File: src/rtl/core/base64_stream_decoder_defines.svh
// assertion macros used by the base64 stream decoder top level
`ifndef BASE64_STREAM_DECODER_DEFINES_SVH
`define BASE64_STREAM_DECODER_DEFINES_SVH

// same-cycle implication checked on every clock edge outside reset
`define B64SD_ASSERT(lbl, clk, rst_n, ante, cons) \
  lbl: assert property (@(posedge clk) disable iff (!rst_n) (ante) |-> (cons)) \
    else $error("base64 decoder assertion failed");

// next-cycle implication checked on every clock edge outside reset
`define B64SD_ASSERT_NEXT(lbl, clk, rst_n, ante, cons) \
  lbl: assert property (@(posedge clk) disable iff (!rst_n) (ante) |=> (cons)) \
    else $error("base64 decoder assertion failed");

`endif

File: src/rtl/core/b64sd_pkg.sv
// types and constants shared by the base64 stream decoder modules
`timescale 1ns / 1ps

package b64sd_pkg;

  localparam int unsigned QDepthDefault = 4;

  localparam int unsigned AccW  = 18;
  localparam int unsigned SextW = 6;

  typedef enum logic [2:0] {
    PH_G0   = 3'd0,
    PH_G1   = 3'd1,
    PH_G2   = 3'd2,
    PH_G3   = 3'd3,
    PH_PAD1 = 3'd4,
    PH_DONE = 3'd5,
    PH_ERR  = 3'd6
  } phase_e;

  typedef enum logic [1:0] {
    SYM_DATA,
    SYM_PAD,
    SYM_SKIP
  } sym_e;

  // one decoded unit of work: up to three result beats
  typedef struct packed {
    logic [2:0][7:0] data;   // data[0] goes out first
    logic [1:0]      cnt;    // number of beats, 1 to 3
    logic            bval;
    logic            err;
    logic            done;
  } b64sd_job_t;

  typedef struct packed {
    logic full;
    logic empty;
  } b64sd_qstat_t;

endpackage

File: src/rtl/core/b64sd_front.sv
// front end: accepts characters, decodes sextets and builds result jobs
`timescale 1ns / 1ps

module b64sd_front
  import b64sd_pkg::*;
(
  input  logic         clk_i,
  input  logic         rst_ni,
  input  logic         cfg_we_i,
  input  logic         cfg_wdata_i,
  input  logic         s_tvalid_i,
  input  logic         s_tuser_i,
  input  logic [7:0]   s_tdata_i,
  output logic         s_tready_o,
  input  b64sd_qstat_t q_stat_i,
  output logic         push_o,
  output b64sd_job_t   job_o
);

  logic            alt_sym_q;
  phase_e          phase_q, phase_d;
  logic [AccW-1:0] acc_q, acc_d;
  logic            fire;
  sym_e            sym_kind;
  logic [SextW-1:0] sext;
  logic            err_go;

  always_ff @(posedge clk_i or negedge rst_ni) begin
    if (!rst_ni) begin
      alt_sym_q <= 1'b0;
    end else if (cfg_we_i) begin
      alt_sym_q <= cfg_wdata_i;
    end
  end

  assign s_tready_o = !q_stat_i.full;
  assign fire       = s_tvalid_i && s_tready_o;

  // alphabet lookup
  always_comb begin
    logic [7:0] t;
    t        = 8'd0;
    sym_kind = SYM_SKIP;
    sext     = '0;
    if (s_tdata_i inside {[8'h41:8'h5A]}) begin
      t        = s_tdata_i - 8'h41;
      sym_kind = SYM_DATA;
    end else if (s_tdata_i inside {[8'h61:8'h7A]}) begin
      t        = s_tdata_i - 8'h61 + 8'd26;
      sym_kind = SYM_DATA;
    end else if (s_tdata_i inside {[8'h30:8'h39]}) begin
      t        = s_tdata_i - 8'h30 + 8'd52;
      sym_kind = SYM_DATA;
    end else if (s_tdata_i == 8'h3D) begin
      sym_kind = SYM_PAD;
    end else if (alt_sym_q && s_tdata_i == 8'h2D) begin
      t        = 8'd62;
      sym_kind = SYM_DATA;
    end else if (alt_sym_q && s_tdata_i == 8'h5F) begin
      t        = 8'd63;
      sym_kind = SYM_DATA;
    end else if (!alt_sym_q && s_tdata_i == 8'h2B) begin
      t        = 8'd62;
      sym_kind = SYM_DATA;
    end else if (!alt_sym_q && s_tdata_i == 8'h2F) begin
      t        = 8'd63;
      sym_kind = SYM_DATA;
    end
    sext = t[SextW-1:0];
  end

  always_comb begin
    phase_d = phase_q;
    acc_d   = acc_q;
    push_o  = 1'b0;
    job_o   = '0;
    err_go  = 1'b0;
    if (fire) begin
      if (s_tuser_i) begin
        // finish: flush partial group or flag an illegal end
        push_o     = 1'b1;
        job_o.cnt  = 2'd1;
        job_o.done = 1'b1;
        case (phase_q)
          PH_G0, PH_DONE: begin
          end
          PH_G2: begin
            job_o.bval    = 1'b1;
            job_o.data[0] = acc_q[11:4];
          end
          PH_G3: begin
            job_o.bval    = 1'b1;
            job_o.cnt     = 2'd2;
            job_o.data[0] = acc_q[17:10];
            job_o.data[1] = acc_q[9:2];
          end
          default: begin
            job_o.err = 1'b1;
          end
        endcase
        phase_d = PH_G0;
        acc_d   = '0;
      end else begin
        case (phase_q)
          PH_G0: begin
            if (sym_kind == SYM_PAD) begin
              err_go = 1'b1;
            end else if (sym_kind == SYM_DATA) begin
              acc_d   = {12'd0, sext};
              phase_d = PH_G1;
            end
          end
          PH_G1: begin
            if (sym_kind == SYM_PAD) begin
              err_go = 1'b1;
            end else if (sym_kind == SYM_DATA) begin
              acc_d   = {acc_q[11:0], sext};
              phase_d = PH_G2;
            end
          end
          PH_G2: begin
            if (sym_kind == SYM_PAD) begin
              push_o        = 1'b1;
              job_o.cnt     = 2'd1;
              job_o.bval    = 1'b1;
              job_o.data[0] = acc_q[11:4];
              phase_d       = PH_PAD1;
            end else if (sym_kind == SYM_DATA) begin
              acc_d   = {acc_q[11:0], sext};
              phase_d = PH_G3;
            end
          end
          PH_G3: begin
            if (sym_kind == SYM_PAD) begin
              push_o        = 1'b1;
              job_o.cnt     = 2'd2;
              job_o.bval    = 1'b1;
              job_o.data[0] = acc_q[17:10];
              job_o.data[1] = acc_q[9:2];
              phase_d       = PH_DONE;
            end else if (sym_kind == SYM_DATA) begin
              push_o        = 1'b1;
              job_o.cnt     = 2'd3;
              job_o.bval    = 1'b1;
              job_o.data[0] = acc_q[17:10];
              job_o.data[1] = acc_q[9:2];
              job_o.data[2] = {acc_q[1:0], sext};
              acc_d         = '0;
              phase_d       = PH_G0;
            end
          end
          PH_PAD1: begin
            if (sym_kind == SYM_PAD) begin
              phase_d = PH_DONE;
            end else if (sym_kind == SYM_DATA) begin
              err_go = 1'b1;
            end
          end
          PH_DONE: begin
            if (sym_kind != SYM_SKIP) begin
              err_go = 1'b1;
            end
          end
          default: begin
            // sticky error: every character reports, skipped ones too
            err_go = 1'b1;
          end
        endcase
        if (err_go) begin
          push_o    = 1'b1;
          job_o     = '0;
          job_o.cnt = 2'd1;
          job_o.err = 1'b1;
          phase_d   = PH_ERR;
          acc_d     = '0;
        end
      end
    end
  end

  always_ff @(posedge clk_i or negedge rst_ni) begin
    if (!rst_ni) begin
      phase_q <= PH_G0;
      acc_q   <= '0;
    end else begin
      phase_q <= phase_d;
      acc_q   <= acc_d;
    end
  end

endmodule

File: src/rtl/core/b64sd_queue.sv
// job queue between front and back end, with a registered head entry
`timescale 1ns / 1ps

module b64sd_queue
  import b64sd_pkg::*;
#(
  parameter int unsigned Depth = QDepthDefault
) (
  input  logic         clk_i,
  input  logic         rst_ni,
  input  logic         push_i,
  input  b64sd_job_t   push_job_i,
  input  logic         pop_i,
  output b64sd_job_t   head_o,
  output b64sd_qstat_t stat_o
);

  localparam int unsigned PtrW = (Depth > 1) ? $clog2(Depth) : 1;
  localparam int unsigned CntW = $clog2(Depth + 1);

  b64sd_job_t      mem [Depth];
  logic [PtrW-1:0] wr_ptr_q, wr_ptr_d;
  logic [PtrW-1:0] rd_ptr_q, rd_ptr_d;
  logic [CntW-1:0] cnt_q, cnt_d;
  logic            head_vld_q, head_vld_d;
  b64sd_job_t      head_q;
  logic            head_take, mem_empty, bypass, mem_wr, mem_rd;

  assign mem_empty = (cnt_q == '0);
  assign head_take = !head_vld_q || pop_i;
  // with nothing stored and the head free, a push goes straight to the head
  assign bypass    = push_i && mem_empty && head_take;
  assign mem_wr    = push_i && !bypass;
  assign mem_rd    = head_take && !mem_empty;

  always_comb begin
    wr_ptr_d   = wr_ptr_q;
    rd_ptr_d   = rd_ptr_q;
    cnt_d      = cnt_q;
    head_vld_d = head_vld_q;
    if (mem_wr) begin
      wr_ptr_d = (wr_ptr_q == PtrW'(Depth - 1)) ? '0 : wr_ptr_q + 1'b1;
    end
    if (mem_rd) begin
      rd_ptr_d = (rd_ptr_q == PtrW'(Depth - 1)) ? '0 : rd_ptr_q + 1'b1;
    end
    if (mem_wr && !mem_rd) begin
      cnt_d = cnt_q + 1'b1;
    end else if (!mem_wr && mem_rd) begin
      cnt_d = cnt_q - 1'b1;
    end
    if (head_take) begin
      head_vld_d = mem_rd || bypass;
    end
  end

  always_ff @(posedge clk_i or negedge rst_ni) begin
    if (!rst_ni) begin
      wr_ptr_q   <= '0;
      rd_ptr_q   <= '0;
      cnt_q      <= '0;
      head_vld_q <= 1'b0;
    end else begin
      wr_ptr_q   <= wr_ptr_d;
      rd_ptr_q   <= rd_ptr_d;
      cnt_q      <= cnt_d;
      head_vld_q <= head_vld_d;
    end
  end

  always_ff @(posedge clk_i) begin
    if (mem_wr) begin
      mem[wr_ptr_q] <= push_job_i;
    end
    if (mem_rd) begin
      head_q <= mem[rd_ptr_q];
    end else if (bypass) begin
      head_q <= push_job_i;
    end
  end

  assign head_o       = head_q;
  assign stat_o.empty = !head_vld_q;
  assign stat_o.full  = (cnt_q == CntW'(Depth));

endmodule

File: src/rtl/core/b64sd_back.sv
// back end: unrolls each job into result beats through an output register
`timescale 1ns / 1ps

module b64sd_back
  import b64sd_pkg::*;
(
  input  logic         clk_i,
  input  logic         rst_ni,
  input  b64sd_job_t   head_i,
  input  b64sd_qstat_t q_stat_i,
  output logic         pop_o,
  output logic         m_tvalid_o,
  input  logic         m_tready_i,
  output logic [7:0]   m_tdata_o,
  output logic [2:0]   m_tuser_o,
  output logic         m_tlast_o
);

  b64sd_job_t job_q;
  logic       vld_q, vld_d;
  logic [1:0] idx_q, idx_d;
  logic       last_beat, load;

  assign last_beat = (idx_q == job_q.cnt - 2'd1);
  assign load      = (!vld_q || (m_tready_i && last_beat)) && !q_stat_i.empty;
  assign pop_o     = load;

  always_comb begin
    vld_d = vld_q;
    idx_d = idx_q;
    if (load) begin
      vld_d = 1'b1;
      idx_d = 2'd0;
    end else if (vld_q && m_tready_i) begin
      if (last_beat) begin
        vld_d = 1'b0;
      end else begin
        idx_d = idx_q + 2'd1;
      end
    end
  end

  always_ff @(posedge clk_i or negedge rst_ni) begin
    if (!rst_ni) begin
      vld_q <= 1'b0;
      idx_q <= 2'd0;
    end else begin
      vld_q <= vld_d;
      idx_q <= idx_d;
    end
  end

  always_ff @(posedge clk_i) begin
    if (load) begin
      job_q <= head_i;
    end
  end

  assign m_tvalid_o = vld_q;
  assign m_tdata_o  = job_q.data[idx_q];
  assign m_tlast_o  = last_beat;
  assign m_tuser_o  = {job_q.done && last_beat, job_q.err, job_q.bval};

endmodule

File: src/rtl/core/base64_stream_decoder.sv
// top level of the streaming base64 decoder
`timescale 1ns / 1ps
//
//  channel   dir  beat contents
//  --------  ---  -------------------------------------------------------
//  s_axis    in   tdata = in_char, tuser = cmd (1 = finish and flush)
//  m_axis    out  tdata = out_byte, tuser = byte_valid/error/done_res, tlast
//  cfg       in   cfg_we_i with cfg_wdata_i = alphabet select (1 = '-' and '_')
//
//  one character is taken per cycle; the front updates phase and accumulator
//  in that cycle. each result beat leaves the output register one per cycle
//  while m_axis_tready is high, so a full group of four characters gives three beats.
//  the job queue (QDepth entries plus a head register) absorbs the burst.
//  reset puts the decoder at the start of a group with an empty queue.
//  input stalls only while the queue is full.

`include "base64_stream_decoder_defines.svh"

module base64_stream_decoder
  import b64sd_pkg::*;
#(
  parameter int unsigned QDepth = QDepthDefault
) (
  input  logic       clk_i,
  input  logic       rst_ni,
  input  logic       cfg_we_i,
  input  logic       cfg_wdata_i,
  input  logic       s_axis_tvalid,
  output logic       s_axis_tready,
  input  logic [7:0] s_axis_tdata,   // [7:0] in_char
  input  logic       s_axis_tuser,   // [0] cmd
  output logic       m_axis_tvalid,
  input  logic       m_axis_tready,
  output logic [7:0] m_axis_tdata,   // [7:0] out_byte
  output logic [2:0] m_axis_tuser,   // [0] byte_valid, [1] error, [2] done_res
  output logic       m_axis_tlast
);

  b64sd_qstat_t q_stat;
  b64sd_job_t   push_job, head_job;
  logic         push, pop;
  logic         in_fire;

  assign in_fire = s_axis_tvalid && s_axis_tready;

  b64sd_front u_front (
    .clk_i       (clk_i),
    .rst_ni      (rst_ni),
    .cfg_we_i    (cfg_we_i),
    .cfg_wdata_i (cfg_wdata_i),
    .s_tvalid_i  (s_axis_tvalid),
    .s_tuser_i   (s_axis_tuser),
    .s_tdata_i   (s_axis_tdata),
    .s_tready_o  (s_axis_tready),
    .q_stat_i    (q_stat),
    .push_o      (push),
    .job_o       (push_job)
  );

  b64sd_queue #(
    .Depth (QDepth)
  ) u_queue (
    .clk_i      (clk_i),
    .rst_ni     (rst_ni),
    .push_i     (push),
    .push_job_i (push_job),
    .pop_i      (pop),
    .head_o     (head_job),
    .stat_o     (q_stat)
  );

  b64sd_back u_back (
    .clk_i      (clk_i),
    .rst_ni     (rst_ni),
    .head_i     (head_job),
    .q_stat_i   (q_stat),
    .pop_o      (pop),
    .m_tvalid_o (m_axis_tvalid),
    .m_tready_i (m_axis_tready),
    .m_tdata_o  (m_axis_tdata),
    .m_tuser_o  (m_axis_tuser),
    .m_tlast_o  (m_axis_tlast)
  );

  `B64SD_ASSERT(a_err_no_byte, clk_i, rst_ni, m_axis_tvalid && m_axis_tuser[1], !m_axis_tuser[0])
  `B64SD_ASSERT(a_empty_zero, clk_i, rst_ni, m_axis_tvalid && !m_axis_tuser[0], m_axis_tdata == 8'd0)
  `B64SD_ASSERT(a_done_last, clk_i, rst_ni, m_axis_tvalid && m_axis_tuser[2], m_axis_tlast)
  `B64SD_ASSERT_NEXT(a_finish_queued, clk_i, rst_ni, in_fire && s_axis_tuser, !q_stat.empty)

endmodule

File: config.mk
export PLATFORM = sky130hd
export DESIGN_NAME = base64_stream_decoder
export DESIGN_NICKNAME = d
export VERILOG_FILES = /design/src/rtl/core/b64sd_pkg.sv /design/src/rtl/core/b64sd_front.sv /design/src/rtl/core/b64sd_queue.sv /design/src/rtl/core/b64sd_back.sv /design/src/rtl/core/base64_stream_decoder.sv
export VERILOG_INCLUDE_DIRS = /design/src /design/src/rtl/core
export SDC_FILE = /design/constraint.sdc
export NUM_CORES = 1
export LEC_CHECK = 0
export BUFFER_PORTS_ARGS = -buffer_cell sky130_fd_sc_hd__buf_2
export CAP_MARGIN = 10
export CELL_PAD_IN_SITES_DETAIL_PLACEMENT = 1
export CELL_PAD_IN_SITES_GLOBAL_PLACEMENT = 1
export CORE_ASPECT_RATIO = 0.9
export CORE_MARGIN = 3
export CORE_UTILIZATION = 55
export CTS_BUF_LIST = sky130_fd_sc_hd__clkbuf_4 sky130_fd_sc_hd__clkbuf_8
export DETAILED_ROUTE_END_ITERATION = 10
export PLACE_DENSITY_LB_ADDON = 0.05
export RECOVER_POWER = 25
export SYNTH_ARGS = -nofsm -noshare
export SYNTH_HDL_FRONTEND = slang
export SYNTH_SLANG_ARGS = --single-unit
export TNS_END_PERCENT = 1
File: constraint.sdc
create_clock -name clk_i -period 7.92 [get_ports clk_i]
set_input_delay 1.584 -clock clk_i [delete_from_list [all_inputs] [get_ports clk_i]]
set_output_delay 1.584 -clock clk_i [all_outputs]
set_load 0.05 [all_outputs]
==> metrics.txt <==
# TYPE chip_impl_metric gauge
chip_impl_metric{name="placement_rows",unit=""} 44
chip_impl_metric{name="grtUsageTotal",unit=""} 0.241
chip_impl_metric{name="ctsLongestPathBuffers",unit=""} 3
chip_impl_metric{name="synth_compound_area_frac",unit=""} 0.0844
chip_impl_info{name="cts_tree",value="yes"} 1
chip_impl_metric{name="drc",unit=""} 0
chip_impl_metric{name="total_leakage_power",unit="nW"} 3.70
chip_impl_metric{name="start_util",unit=""} 0.576
chip_impl_metric{name="grt_overflow_total",unit=""} 0
chip_impl_info{name="timing.setup.critical_path_class",value="register to register"} 1
chip_impl_metric{name="vias",unit=""} 5621
chip_impl_metric{name="layout.core_utilization",unit=""} 0.634
chip_impl_metric{name="clk-insertion-delay-late",unit="ps"} 520
chip_impl_metric{name="synth.distinct_cells",unit=""} 68
chip_impl_metric{name="syn-cell-area",unit="µm²"} 9510
chip_impl_metric{name="detailedRoute.firstPassIterationCount",unit=""} 5
chip_impl_metric{name="dieHeight",unit="µm"} 131
chip_impl_metric{name="post_cts_setup_driven_buffer_insertion_count",unit=""} 0
chip_impl_metric{name="fin_crit_sh",unit=""} 0.676
chip_impl_metric{name="h_tree_levels",unit=""} 2
chip_impl_info{name="outcome",value="finished, violations left"} 1
chip_impl_metric{name="max_slew.worst_pin.slew",unit="ps"} 1910
chip_impl_metric{name="design.die.area",unit="µm²"} 18900
chip_impl_metric{name="number_of_flops_mapped_to_enable_cells_by_yosys",unit=""} 174
chip_impl_metric{name="pin_count_of_the_biggest_net_entering_global_routing",unit=""} 36
chip_impl_metric{name="pre_cts_ws",unit="ps"} 2910
chip_impl_metric{name="syn_to_final_growth",unit="%"} 10.1
chip_impl_metric{name="finalHoldViolations",unit=""} 0
chip_impl_metric{name="yosys_warnings",unit=""} 0
chip_impl_info{name="hp-class",value="register to register"} 1
chip_impl_metric{name="totalWireLength",unit="µm"} 21600
chip_impl_metric{name="period_needed",unit="ps"} 5350
chip_impl_metric{name="core_region_area",unit="µm²"} 16500
chip_impl_metric{name="synth_seq_cells",unit=""} 207
chip_impl_metric{name="cts_inserted_buffers",unit=""} 35
chip_impl_metric{name="synthesis.nets",unit=""} 694
chip_impl_metric{name="cts_sinks",unit=""} 207
chip_impl_metric{name="num-fill-cells",unit=""} 1550
chip_impl_metric{name="xor_xnor_cell_area_share_of_the_yosys_netlist",unit=""} 0.0129
chip_impl_metric{name="fin_hold_ws",unit="ps"} 416
chip_impl_metric{name="numPortBuffers",unit=""} 28
chip_impl_metric{name="worstPathRequired",unit="ps"} 8320
chip_impl_metric{name="number_of_global_route_vias_before_repair",unit=""} 6053
chip_impl_metric{name="synth.avg_cell_area",unit="µm²"} 14.3
chip_impl_metric{name="max-vdd-ir-drop",unit="mV"} 0.184
chip_impl_metric{name="final.setup.tns",unit="ps"} 0
chip_impl_metric{name="design.final.nets",unit=""} 728
chip_impl_metric{name="postCtsResizedCells",unit=""} 0
chip_impl_metric{name="p_total",unit="mW"} 3.42
chip_impl_metric{name="design.portCount",unit=""} 29
chip_impl_metric{name="max_freq",unit="MHz"} 187
chip_impl_metric{name="post_route_cells_drive_above_1_share",unit=""} 0.212
chip_impl_metric{name="fin_worst_skew",unit="ps"} 22.4
chip_impl_metric{name="detailed_place_hpwl",unit="µm"} 14100
chip_impl_info{name="critPathCaptureType",value="register"} 1
chip_impl_info{name="failed_checks",value="max-capacitance violations, max-slew violations"} 1
chip_impl_metric{name="regArea",unit="µm²"} 6050
chip_impl_metric{name="final-setup-viol-count",unit=""} 0
chip_impl_info{name="clock-root-buffer",value="clkbuf_8"} 1
chip_impl_metric{name="multi_input_area",unit="µm²"} 3120
chip_impl_metric{name="worst_setup_hold_path_clk_slew",unit="ps"} 60
chip_impl_metric{name="total_inserted_antenna_cells",unit=""} 0
chip_impl_metric{name="critical_path_peak_fanout",unit=""} 35
chip_impl_metric{name="cp.arrival",unit="ps"} 5750
chip_impl_metric{name="via_per_inst",unit=""} 6.06
chip_impl_metric{name="powerDensity",unit="nW/µm²"} 326
chip_impl_metric{name="worst_slack",unit="ps"} 2570
chip_impl_info{name="setup_repair_after_global_routing_missed_its_margin",value="false"} 1
chip_impl_metric{name="synthCells",unit=""} 663
chip_impl_info{name="synth_top_flop_cell",value="edfxtp_1"} 1
chip_impl_metric{name="grt_pass1_wl",unit="µm"} 34100
chip_impl_info{name="startpoint_type",value="register"} 1
chip_impl_metric{name="ys_async_sr_fraction",unit=""} 0.159
chip_impl_metric{name="die_w",unit="µm"} 145
chip_impl_metric{name="antenna_found_initial",unit=""} 0
chip_impl_metric{name="drt-wirelength-per-cell",unit="µm"} 23.3
chip_impl_info{name="combinational_family_with_the_most_area_after_synthesis",value="multiplexers"} 1
chip_impl_metric{name="maxCapViolCount",unit=""} 3
chip_impl_metric{name="synth_mux_area_frac",unit=""} 0.121
chip_impl_metric{name="post_synth_and_or_nand_nor_area_fraction",unit=""} 0.0871
chip_impl_metric{name="relSlewSlack",unit=""} -0.277
chip_impl_metric{name="synth_adder_area_share",unit=""} 0.0218
chip_impl_metric{name="drt-initial-drc-count",unit=""} 367
chip_impl_metric{name="finalWeightedCongestion",unit=""} 0.830
chip_impl_metric{name="postRouteAntennaNets",unit=""} 0
chip_impl_metric{name="synth_sequential_area_ratio",unit=""} 0.636
chip_impl_metric{name="cts.hold.buffers_added",unit=""} 0
chip_impl_metric{name="slew_viol_final",unit=""} 70
## routing by layer
metal  up-vias  GRT usage  part of all wire
met4         0     0.0680             0.021
met5         -          0                 0
met2       125      0.406              0.49
li1       2555          -                 -
met1      2899      0.327              0.45
met3        42     0.0433             0.037
## cells in the mapped netlist, types with 5 or more instances
cell type	number	share of area
mux4_2	29	0.069
dfrtp_1	33	0.087
buf_2	5	0.0026
nor2_1	31	0.012
edfxtp_1	174	0.55
o32ai_1	7	0.0064
nor2b_1	10	0.0066
nand3_1	9	0.0047
inv_1	34	0.013
mux2_2	14	0.017
mux2i_1	31	0.033
o21ai_0	33	0.017
a221oi_1	6	0.0055
buf_4	5	0.0039
a21oi_1	21	0.011
nor3_1	6	0.0032
clkbuf_1	20	0.0079
xor2_1	5	0.0046
buf_6	6	0.0071
nand2_1	65	0.026
o31ai_1	7	0.0055
ha_1	15	0.020
and2_1	14	0.0092
xnor2_1	9	0.0083
## metrics by stage
stage	instance area (µm²)	cells
2_1_floorplan	9510	663
3_3_place_gp	9750	867
3_5_place_dp	9750	867
4_1_cts	10500	928
5_1_grt	10500	928
6_report	10500	928
## registers in the layout (all words and copies together) (netlist names)
name                cells
u_back.job_q           27
u_queue.mem           116
u_back.m_tvalid_o       1
u_queue.rd_ptr_q        2
u_back.m_tuser_o        2
u_front.alt_sym_q       1
u_queue.head_vld_q      1
u_front.phase_q         3
u_front.acc_q          18
u_queue.head_o         29
u_back.idx_q            2
u_queue.cnt_q           3
u_queue.wr_ptr_q        2
## critical path: stages, from the launching register on
cell      delay (ps)
dfrtp_1          670
xor2_1           230
mux2i_1          480
a21oi_1          250
nor2_2           140
clkbuf_1        1310
inv_1            880
ha_1             500
inv_1             80
fa_1             420
mux2_2           270
## kinds of logic (layout without fill, tap and decap cells)
family	count (synthesis)	in the layout
multiplexers	76	76
buffers and inverters	73	131
AO/OA/AOI/OAI	111	111
XOR/XNOR	14	14
adder cells (fa/ha/maj)	16	16
AND/OR/NAND/NOR	166	166
flip-flops	207	207
## final cells by class
type                    instances  share of cell area
flip-flops and latches        207               0.578
multi-input cells             383               0.298
clock buffers                  54              0.0632
well taps                     207              0.0247
repair buffers                 35              0.0170
inverters                      35              0.0126
clock inverters                 7             0.00622
## cell usage in the layout (no fill, tap or decap), types with 5 or more instances in the layout
master	Yosys	final
nor2_1	31	30
clkbuf_8	0	41
dfrtp_1	33	32
o32ai_1	7	7
a21oi_1	21	21
o31ai_1	7	7
xnor2_1	9	9
clkbuf_4	0	13
nor3_1	6	6
nand3_1	9	9
buf_2	5	22
xor2_1	5	5
edfxtp_1	174	174
buf_4	5	5
clkbuf_1	20	8
ha_1	15	15
o21ai_0	33	32
mux2_2	14	14
and2_1	14	13
nor2b_1	10	10
mux2i_1	31	31
nand2_1	65	65
inv_1	34	35
a221oi_1	6	6
mux4_2	29	29
## report_power, final
part	total, mW	internal (mW)	switching (mW)
combinational	0.880	0.335	0.545
clock	0.987	0.566	0.421
sequential	1.55	1.40	0.147
total	3.42	2.30	1.11
## worst paths after layout
check | start | endpoint | slack, ps | cells after the start
worst max-delay path | u_back.idx_q[1] | u_queue.cnt_q[1] | 2570 | 10
worst min-delay path | u_queue.head_o[1] | u_back.m_tuser_o[1] | 420 | 0
worst max register to register | u_back.idx_q[1] | u_queue.cnt_q[1] | 2570 | 10
worst min register to register | u_queue.head_o[1] | u_back.m_tuser_o[1] | 420 | 0
max in group asynchronous | rst_ni | u_queue.rd_ptr_q[0] | 5090 | 1
min in group asynchronous | rst_ni | u_queue.rd_ptr_q[0] | 1600 | 1
(Power assumes the default switching activity.)
